--- config.mk ---
export PLATFORM = sky130hd
export DESIGN_NAME = step_pulse_generator_ramped
export DESIGN_NICKNAME = d
export VERILOG_FILES = /design/src/rtl/core/spgr_pkg.sv /design/src/rtl/core/spgr_regs.sv /design/src/rtl/core/spgr_ctrl.sv /design/src/rtl/core/spgr_dp.sv /design/src/rtl/core/step_pulse_generator_ramped.sv
export SDC_FILE = /design/constraint.sdc
export NUM_CORES = 1
export LEC_CHECK = 0
export BUFFER_PORTS_ARGS = -buffer_cell sky130_fd_sc_hd__clkbuf_2
export CORE_ASPECT_RATIO = 1.75
export CORE_MARGIN = 5
export CORE_UTILIZATION = 40
export DETAILED_ROUTE_END_ITERATION = 6
export MAX_ROUTING_LAYER = met4
export PLACE_DENSITY_LB_ADDON = 0.08
export REMOVE_ABC_BUFFERS = 1
export SETUP_SLACK_MARGIN = 0.02
export SYNTH_ARGS = -nofsm -noshare
export SYNTH_HDL_FRONTEND = slang
export SYNTH_HIERARCHICAL = 1
export SYNTH_SLANG_ARGS = --single-unit
--- constraint.sdc ---
create_clock -name clk -period 5.9 [get_ports clk]
set_input_delay 0.885 -clock clk [delete_from_list [all_inputs] [get_ports clk]]
set_output_delay 0.885 -clock clk [all_outputs]
set_load 0.03 [all_outputs]
--- src/rtl/core/spgr_pkg.sv ---
// Shared types and constants for the ramped step pulse generator.
package spgr_pkg;

  localparam int unsigned CfgAddrW = 4;
  localparam int unsigned CfgDataW = 32;
  localparam int unsigned InDataW  = 16;
  localparam int unsigned OutDataW = 24;
  localparam int unsigned MsPerSec = 1000;
  localparam int unsigned RampHalf = 2;

  typedef enum logic [1:0] {
    PH_IDLE = 2'd0,
    PH_HIGH = 2'd1,
    PH_LOW  = 2'd2
  } phase_t;

  typedef enum logic [1:0] {
    ST_NONE     = 2'd0,
    ST_ACCEPTED = 2'd1,
    ST_REFUSED  = 2'd2
  } req_status_t;

  typedef enum logic [1:0] {
    S_IDLE  = 2'd0,
    S_CALC  = 2'd1,
    S_APPLY = 2'd2
  } ctrl_state_t;

  typedef enum logic [1:0] {
    REG_ON_TIME  = 2'd0,
    REG_OFF_TIME = 2'd1,
    REG_RATE_SPS = 2'd2,
    REG_RAMP_EN  = 2'd3
  } reg_index_t;

  typedef struct packed {
    logic [7:0] on_time_ms;
    logic [7:0] off_time_ms;
    logic [7:0] rate_sps;
    logic       ramp_en;
  } cfg_t;

  typedef struct packed {
    logic load;
    logic calc;
    logic apply;
  } dp_cmd_t;

  // Packed from the top down, so step_level lands in bit 0.
  typedef struct packed {
    logic [15:0] steps_left;
    req_status_t request_status;
    logic        busy_res;
    logic        step_level;
  } result_t;

endpackage

--- src/rtl/core/spgr_regs.sv ---
// Configuration register file with its APB-style access port.
module spgr_regs (
  input  logic                          clk,
  input  logic                          rst_n,
  input  logic                          psel,
  input  logic                          penable,
  input  logic                          pwrite,
  input  logic [spgr_pkg::CfgAddrW-1:0] paddr,
  input  logic [spgr_pkg::CfgDataW-1:0] pwdata,
  output logic [spgr_pkg::CfgDataW-1:0] prdata,
  output logic                          pready,
  output spgr_pkg::cfg_t                cfg
);
  import spgr_pkg::*;

  cfg_t       cfg_r;
  cfg_t       cfg_nxt;
  reg_index_t idx;
  logic       wr_en;

  assign pready = 1'b1;
  assign wr_en  = psel & penable & pwrite;
  assign idx    = reg_index_t'(paddr[3:2]);
  assign cfg    = cfg_r;

  always_comb begin
    cfg_nxt = cfg_r;
    if (wr_en) begin
      case (idx)
        REG_ON_TIME:  cfg_nxt.on_time_ms  = pwdata[7:0];
        REG_OFF_TIME: cfg_nxt.off_time_ms = pwdata[7:0];
        REG_RATE_SPS: cfg_nxt.rate_sps    = pwdata[7:0];
        REG_RAMP_EN:  cfg_nxt.ramp_en     = pwdata[0];
        default:      cfg_nxt = cfg_r;
      endcase
    end
  end

  always_comb begin
    case (idx)
      REG_ON_TIME:  prdata = CfgDataW'(cfg_r.on_time_ms);
      REG_OFF_TIME: prdata = CfgDataW'(cfg_r.off_time_ms);
      REG_RATE_SPS: prdata = CfgDataW'(cfg_r.rate_sps);
      REG_RAMP_EN:  prdata = CfgDataW'(cfg_r.ramp_en);
      default:      prdata = '0;
    endcase
  end

  always_ff @(posedge clk) begin
    if (!rst_n) begin
      cfg_r.on_time_ms  <= 8'd1;
      cfg_r.off_time_ms <= 8'd1;
      cfg_r.rate_sps    <= 8'd0;
      cfg_r.ramp_en     <= 1'b0;
    end else begin
      cfg_r <= cfg_nxt;
    end
  end

endmodule

--- src/rtl/core/spgr_ctrl.sv ---
// Controller state machine: sequences capture, precompute and update of each item.
module spgr_ctrl (
  input  logic              clk,
  input  logic              rst_n,
  input  logic              in_tvalid,
  output logic              in_tready,
  output logic              out_tvalid,
  input  logic              out_tready,
  output spgr_pkg::dp_cmd_t cmd
);
  import spgr_pkg::*;

  ctrl_state_t state_r;
  ctrl_state_t state_nxt;
  logic        out_valid_r;
  logic        out_valid_nxt;
  logic        slot_free;

  assign slot_free  = ~out_valid_r | out_tready;
  assign in_tready  = (state_r == S_IDLE);
  assign out_tvalid = out_valid_r;

  always_comb begin
    state_nxt     = state_r;
    cmd           = '0;
    out_valid_nxt = out_valid_r & ~out_tready;
    case (state_r)
      S_IDLE: begin
        if (in_tvalid) begin
          cmd.load  = 1'b1;
          state_nxt = S_CALC;
        end
      end
      S_CALC: begin
        cmd.calc  = 1'b1;
        state_nxt = S_APPLY;
      end
      S_APPLY: begin
        if (slot_free) begin
          cmd.apply     = 1'b1;
          out_valid_nxt = 1'b1;
          state_nxt     = S_IDLE;
        end
      end
      default: state_nxt = S_IDLE;
    endcase
  end

  always_ff @(posedge clk) begin
    if (!rst_n) begin
      state_r     <= S_IDLE;
      out_valid_r <= 1'b0;
    end else begin
      state_r     <= state_nxt;
      out_valid_r <= out_valid_nxt;
    end
  end

endmodule

--- src/rtl/core/spgr_dp.sv ---
// Datapath: burst state, timing precompute, ramp arithmetic and result register.
module spgr_dp #(
  parameter int unsigned RAMP_MAX_OFFSET = 20,
  parameter int unsigned RAMP_DELTA      = 2,
  parameter int unsigned RAMP_STEP_LIMIT = 10
) (
  input  logic                         clk,
  input  logic                         rst_n,
  input  spgr_pkg::dp_cmd_t            cmd,
  input  spgr_pkg::cfg_t               cfg,
  input  logic                         in_req_type,
  input  logic [spgr_pkg::InDataW-1:0] in_step_count,
  output spgr_pkg::result_t            result
);
  import spgr_pkg::*;

  localparam logic [15:0] RampStart = 16'(RAMP_MAX_OFFSET + RAMP_DELTA);
  localparam logic [16:0] RampMax   = 17'(RAMP_MAX_OFFSET);
  localparam logic [15:0] RampStep  = 16'(RAMP_DELTA);
  localparam logic [15:0] RampLimit = 16'(RAMP_STEP_LIMIT);
  localparam logic [15:0] RampSpan  = 16'(RampHalf * RAMP_STEP_LIMIT);

  logic [9:0] recip [256];

  for (genvar g = 0; g < 256; g++) begin : g_recip
    localparam int unsigned Q = MsPerSec / ((g == 0) ? 1 : g);
    assign recip[g] = 10'(Q);
  end

  // Captured item.
  logic        req_r;
  logic [15:0] n_r;

  // Burst state.
  phase_t      phase_r, phase_nxt;
  logic [15:0] elapsed_r, elapsed_nxt;
  logic [15:0] rem_r, rem_nxt;
  logic [15:0] offs_r, offs_nxt;
  logic [15:0] rsc_r, rsc_nxt;
  logic [9:0]  gap_r, gap_nxt;

  // Precomputed values.
  logic [17:0] prod_r;
  logic [9:0]  quot_r;
  logic [17:0] lim_r;
  logic [15:0] el_inc_r;
  logic [15:0] rsc_new_r;
  logic [15:0] ramp_r;

  logic [8:0]  sum_c;
  logic [8:0]  sps_p1_c;
  logic [15:0] rsc_new_c;
  logic [15:0] base_c;
  logic [15:0] dec_c;
  logic [15:0] rs_c;
  logic [16:0] up_c;
  logic [15:0] ramp_c;

  result_t     result_r;
  req_status_t status_c;
  logic        gap_ok;
  logic        begin_c;

  assign result = result_r;

  always_comb begin
    sum_c     = {1'b0, cfg.on_time_ms} + {1'b0, cfg.off_time_ms};
    sps_p1_c  = {1'b0, cfg.rate_sps} + 9'd1;
    rsc_new_c = (n_r < RampSpan) ? (n_r >> 1) : RampLimit;
    base_c    = req_r ? RampStart : offs_r;
    dec_c     = (req_r ? n_r : rem_r) - 16'd1;
    rs_c      = req_r ? rsc_new_c : rsc_r;
    up_c      = {1'b0, base_c} + {1'b0, RampStep};
    if (dec_c < rs_c) begin
      ramp_c = (up_c > RampMax) ? RampMax[15:0] : up_c[15:0];
    end else begin
      ramp_c = (base_c > RampStep) ? (base_c - RampStep) : 16'd0;
    end
  end

  always_ff @(posedge clk) begin
    if (cmd.load) begin
      req_r <= in_req_type;
      n_r   <= in_step_count;
    end
    if (cmd.calc) begin
      prod_r    <= 18'(sps_p1_c) * 18'(sum_c);
      quot_r    <= 10'(11'(recip[cfg.rate_sps]) - 11'(sum_c));
      lim_r     <= 18'(cfg.on_time_ms) + 18'(cfg.off_time_ms) + 18'(gap_r) + 18'(offs_r);
      el_inc_r  <= (elapsed_r == 16'hFFFF) ? elapsed_r : elapsed_r + 16'd1;
      rsc_new_r <= rsc_new_c;
      ramp_r    <= ramp_c;
    end
  end

  always_comb begin
    phase_nxt   = phase_r;
    elapsed_nxt = elapsed_r;
    rem_nxt     = rem_r;
    offs_nxt    = offs_r;
    rsc_nxt     = rsc_r;
    gap_nxt     = gap_r;
    status_c    = ST_NONE;
    begin_c     = 1'b0;
    gap_ok      = (cfg.rate_sps != 8'd0) && (prod_r <= 18'(MsPerSec));
    if (req_r) begin
      if (phase_r != PH_IDLE) begin
        status_c = ST_REFUSED;
      end else begin
        status_c = ST_ACCEPTED;
        rem_nxt  = n_r;
        gap_nxt  = gap_ok ? quot_r : 10'd0;
        offs_nxt = cfg.ramp_en ? RampStart : 16'd0;
        rsc_nxt  = cfg.ramp_en ? rsc_new_r : rsc_r;
        begin_c  = 1'b1;
      end
    end else if (phase_r != PH_IDLE) begin
      elapsed_nxt = el_inc_r;
      if (phase_r == PH_HIGH) begin
        if (el_inc_r >= 16'(cfg.on_time_ms)) begin
          phase_nxt = PH_LOW;
        end
      end else if (18'(el_inc_r) >= lim_r) begin
        begin_c = 1'b1;
      end
    end
    if (begin_c) begin
      if (rem_nxt != 16'd0) begin
        elapsed_nxt = 16'd0;
        rem_nxt     = rem_nxt - 16'd1;
        if (cfg.ramp_en) begin
          offs_nxt = ramp_r;
        end
        phase_nxt = PH_HIGH;
      end else begin
        phase_nxt = PH_IDLE;
      end
    end
  end

  always_ff @(posedge clk) begin
    if (!rst_n) begin
      phase_r   <= PH_IDLE;
      elapsed_r <= '0;
      rem_r     <= '0;
      offs_r    <= '0;
      rsc_r     <= '0;
      gap_r     <= '0;
    end else if (cmd.apply) begin
      phase_r   <= phase_nxt;
      elapsed_r <= elapsed_nxt;
      rem_r     <= rem_nxt;
      offs_r    <= offs_nxt;
      rsc_r     <= rsc_nxt;
      gap_r     <= gap_nxt;
    end
  end

  always_ff @(posedge clk) begin
    if (cmd.apply) begin
      result_r.step_level     <= (phase_nxt == PH_HIGH);
      result_r.busy_res       <= (phase_nxt != PH_IDLE);
      result_r.request_status <= status_c;
      result_r.steps_left     <= rem_nxt;
    end
  end

endmodule

--- src/rtl/core/step_pulse_generator_ramped.sv ---
// Top level of the ramped step pulse generator.
//
//   Group  | Direction | Contents
//   in_    | slave     | tuser = req_type, tdata = step_count
//   out_   | master    | tdata = step_level, busy_res, request_status, steps_left
//   cfg_   | slave     | on time, off time, step rate, ramp enable
//
// Each item has three steps: capture, precompute (rate multiply, reciprocal
// table, limit sum and ramp step) and state update into the output register.
// A result waiting in the output register does not block capture of the next
// item; only the update cycle waits for the register to be free.
// Reset is synchronous and clears the burst state and the handshake flags.
module step_pulse_generator_ramped #(
  parameter int unsigned RAMP_MAX_OFFSET = 20,
  parameter int unsigned RAMP_DELTA      = 2,
  parameter int unsigned RAMP_STEP_LIMIT = 10
) (
  input  logic                          clk,
  input  logic                          rst_n,
  input  logic                          in_tvalid,
  output logic                          in_tready,
  input  logic [spgr_pkg::InDataW-1:0]  in_tdata,   // [15:0] step_count
  input  logic                          in_tuser,   // [0] req_type
  output logic                          out_tvalid,
  input  logic                          out_tready,
  // [0] step_level, [1] busy_res, [3:2] request_status, [19:4] steps_left
  output logic [spgr_pkg::OutDataW-1:0] out_tdata,
  input  logic                          cfg_psel,
  input  logic                          cfg_penable,
  input  logic                          cfg_pwrite,
  input  logic [spgr_pkg::CfgAddrW-1:0] cfg_paddr,
  input  logic [spgr_pkg::CfgDataW-1:0] cfg_pwdata,
  output logic [spgr_pkg::CfgDataW-1:0] cfg_prdata,
  output logic                          cfg_pready
);
  import spgr_pkg::*;

  cfg_t    cfg;
  dp_cmd_t cmd;
  result_t result;

  assign out_tdata = OutDataW'(result);

  spgr_regs u_regs (
    .clk     (clk),
    .rst_n   (rst_n),
    .psel    (cfg_psel),
    .penable (cfg_penable),
    .pwrite  (cfg_pwrite),
    .paddr   (cfg_paddr),
    .pwdata  (cfg_pwdata),
    .prdata  (cfg_prdata),
    .pready  (cfg_pready),
    .cfg     (cfg)
  );

  spgr_ctrl u_ctrl (
    .clk        (clk),
    .rst_n      (rst_n),
    .in_tvalid  (in_tvalid),
    .in_tready  (in_tready),
    .out_tvalid (out_tvalid),
    .out_tready (out_tready),
    .cmd        (cmd)
  );

  spgr_dp #(
    .RAMP_MAX_OFFSET (RAMP_MAX_OFFSET),
    .RAMP_DELTA      (RAMP_DELTA),
    .RAMP_STEP_LIMIT (RAMP_STEP_LIMIT)
  ) u_dp (
    .clk           (clk),
    .rst_n         (rst_n),
    .cmd           (cmd),
    .cfg           (cfg),
    .in_req_type   (in_tuser),
    .in_step_count (in_tdata),
    .result        (result)
  );

endmodule

==> flow_summary.yaml <==
yosys:
  syn_inst: 1788
  yosys_warnings: 6
  ys_seq_area_share_pct: 35.2
  synth_top_area_share_pct: 23.0
  synth_flop_cell: "edfxtp_1"
  synth_xor_area_share_pct: 5.25
  synthAdderAreaFrac_pct: 17.6
  synth_async_sr_flop_share_pct: 0
  syn_area_sq_um: 16800
  ys_types: 93
  synth_edf_count: 129
  synth_top_family_by_area: "adder cells"
  postSynthAreaPerCell_sq_um: 9.42
  synthSimpleGateAreaFrac_pct: 16.6
  synth_compound_area_share_pct: 13.7
  yosys-top-cells-area: "edfxtp_1 (23%), dfxtp_1 (12%), ha_1 (9.5%), fa_1 (8.1%), nor2_1 (3.8%)"
  synthMuxAreaShare_pct: 4.83
  ys_ff_latch: 232
  synth_top_area_cell: "edfxtp_1"
place:
  pre_cts_ws_ps: -139
  postPlaceCellArea_sq_um: 18000
  place_hpwl_mm: 35.5
  portBuffers: 63
  place_congestion: 0.903
  dp.cells: 2413
min_path:
  hold_class: "reg2reg"
clock_network:
  clkTransAtPathRegs_ps: 70
  tritoncts: "built"
  clockBufferDepth: 3
  insertion_delay_ps: 560
  cts_sinks: 232
  root_buffer: "clkbuf_16"
  numCtsBuffers: 25
  ctsHoldBuffers: 0
  cts_max_level: 1
grt:
  grt_max_degree: 55
  grt_pass1_wl_mm: 72.0
  grt_pass1_vias: 13480
  global_route.usage.met1_pct: 20.1
  grt.busiest_layer: "met2"
  grt_usage_pct: 20.2
  grt_overflow: 0
  use_met2_pct: 38.7
  grtUsageMet3_pct: 1.70
  antenna_found_initial: 0
layout:
  final_common_cell: "nor2_1"
  area_growth_pct: 13.2
  design_area_sq_um: 19100
  n_fill_cell: 4136
  drive_gt1_share_pct: 14.8
  diodes: 0
  finalNonFillerCells: 2461
  final_cell_mix: "nor2_1 (169), nand2_1 (167), inv_1 (138), edfxtp_1 (129), ha_1 (121)"
  nNetsFinal: 2143
detailed_routing:
  vias: 13075
  drt_wl_total_mm: 45.8
  avgRoutedWirePerCell_um: 18.6
  firstDrtPassIters: 5
  drc: 0
  first_iter_violations: 610
  antenna_left: 0
  vias_per_cell: 5.31
floorplanning:
  die_area_sq_um: 46500
  io_pins: 119
  fp.dieW_um: 165
  coreArea_sq_um: 41700
  start_util_pct: 40.4
  rows: 99
  die_y_um: 281
timing:
  max_slew_margin_pct: 28.5
  finalCritPeriodShare_pct: 95.8
  hold_viol: 0
  rsz0062_at_grt: "true"
  clock_skew_ps: 27.9
  tns_ps: 0
  fmax_mhz: 177
  timing.final.crit_period_ps: 5650
  setup_violations: 0
  tightestPinTransition_ps: 1070
  drv_slew: 0
  fin_ws_ps: 249
power:
  p_per_area_nw_per_um2: 205
  leakagePower_nw: 7.87
  p_total_mw: 3.90
  vdd_drop_max_v: 0.000184
worst_setup_path:
  cp-start-kind: "flop"
  cp.required_ps: 6180
  cp.arrival_ps: 5930
  worst-setup-path-type: "reg2reg"
  end_kind: "flop"
  worstPathMaxFanout: 3
status:
  outcome: "finished clean"
flow_run:
  cap_violations: 0
-- per-layer routing --
layer  vias to the layer above  wire [um]
met5                         -          0
met4                         0       2390
met3                       108       1080
met2                       240      25700
met1                      6323      16600
li1                       6404          -
-- critical path: stages (launching register included) --
cell      delay (ps)
dfxtp_1          310
ha_2             200
fa_2             370
a21oi_2          140
nor2_1            50
nor2_1           120
o21bai_1         120
a21oi_2          180
buf_4            140
xnor2_2           90
or2_2            300
fa_2             460
fa_1             510
inv_1             50
fa_1             530
inv_1             60
fa_1             530
inv_1             60
ha_4             250
nor3_4           120
nor2_2            70
a31oi_2          220
a21oi_2           90
buf_4            130
buf_4            120
xor2_1           140
-- repair_timing --
action / CTS / global route
setup buffers: 2 / 0
pin swaps: 9 / 22
setup endpoints to repair: 4 / 5
gates resized for setup: 9 / 23
-- flip-flops by register name (all words and copies together), names as in the netlist, 17 cells and up --
register and cells:
u_regs/cfg 25, u_dp/result 20, u_dp/prod_r 18, u_dp/lim_r 17
-- synthesized netlist by cell type (all sizes together), types with 16 or more instances --
| master | instances |
|---|---|
| nor2b | 22 |
| or3 | 19 |
| nand2 | 168 |
| dfxtp | 103 |
| fa | 68 |
| a211oi | 16 |
| ha | 128 |
| edfxtp | 129 |
| a21oi | 106 |
| nand3 | 34 |
| xnor2 | 72 |
| xor2 | 29 |
| o21ai | 65 |
| a22oi | 33 |
| nor2 | 181 |
| clkbuf | 57 |
| inv | 141 |
| buf | 53 |
| nand2b | 16 |
| mux2i | 64 |
| nor3 | 48 |
-- report_power, final --
group          internal, mW  leakage, nW  total (mW)  switching (mW)
Combinational         0.174         5.44       0.493           0.319
Clock                 0.918        0.413        1.60           0.685
Sequential             1.77         2.02        1.81          0.0410
Total                  2.86         7.87        3.90            1.04
-- cells by family (layout without fill, tap and decap cells) --
kind of cell,after synthesis,count (layout)
buffers and inverters,254,336
other,4,40
and+or+nand+nor,582,582
muxes,75,75
xor gates and xnor gates,101,101
DFF,232,232
adders and majority gates,196,196
AOI/OAI and AO/OA,344,344
-- final cells by class --
| type | count | area (sq um) | area share (%) |
|---|---|---|---|
| clock inverter | 16 | 163 | 0.853 |
| inverter | 144 | 543 | 2.85 |
| multi-input combinational | 1338 | 10100 | 53.0 |
| tap | 555 | 694 | 3.64 |
| clock buffer | 30 | 676 | 3.54 |
| sequential | 232 | 5940 | 31.1 |
| timing repair buffer | 146 | 955 | 5.00 |
-- worst paths after layout --
check / start / to / slack, ps / cells past startpoint
max reg2reg: u_regs/cfg[17] / u_dp/prod_r[15] / 250 / 25
min reg2reg: u_dp/ramp_r[5] / u_dp/offs_r[5] / 460 / 1
min: u_dp/ramp_r[5] / u_dp/offs_r[5] / 460 / 1
max: u_regs/cfg[17] / u_dp/prod_r[15] / 250 / 25
-- metrics by stage --
step / utilization [%] / hold WS (ps)
floorplan: - / 434
global placement: 43.2 / 439
detailed placement: 43.2 / 443
CTS: 45.3 / 456
global route: 45.7 / 482
finish: 45.7 / 456
Power figures use the tool's default switching activity.
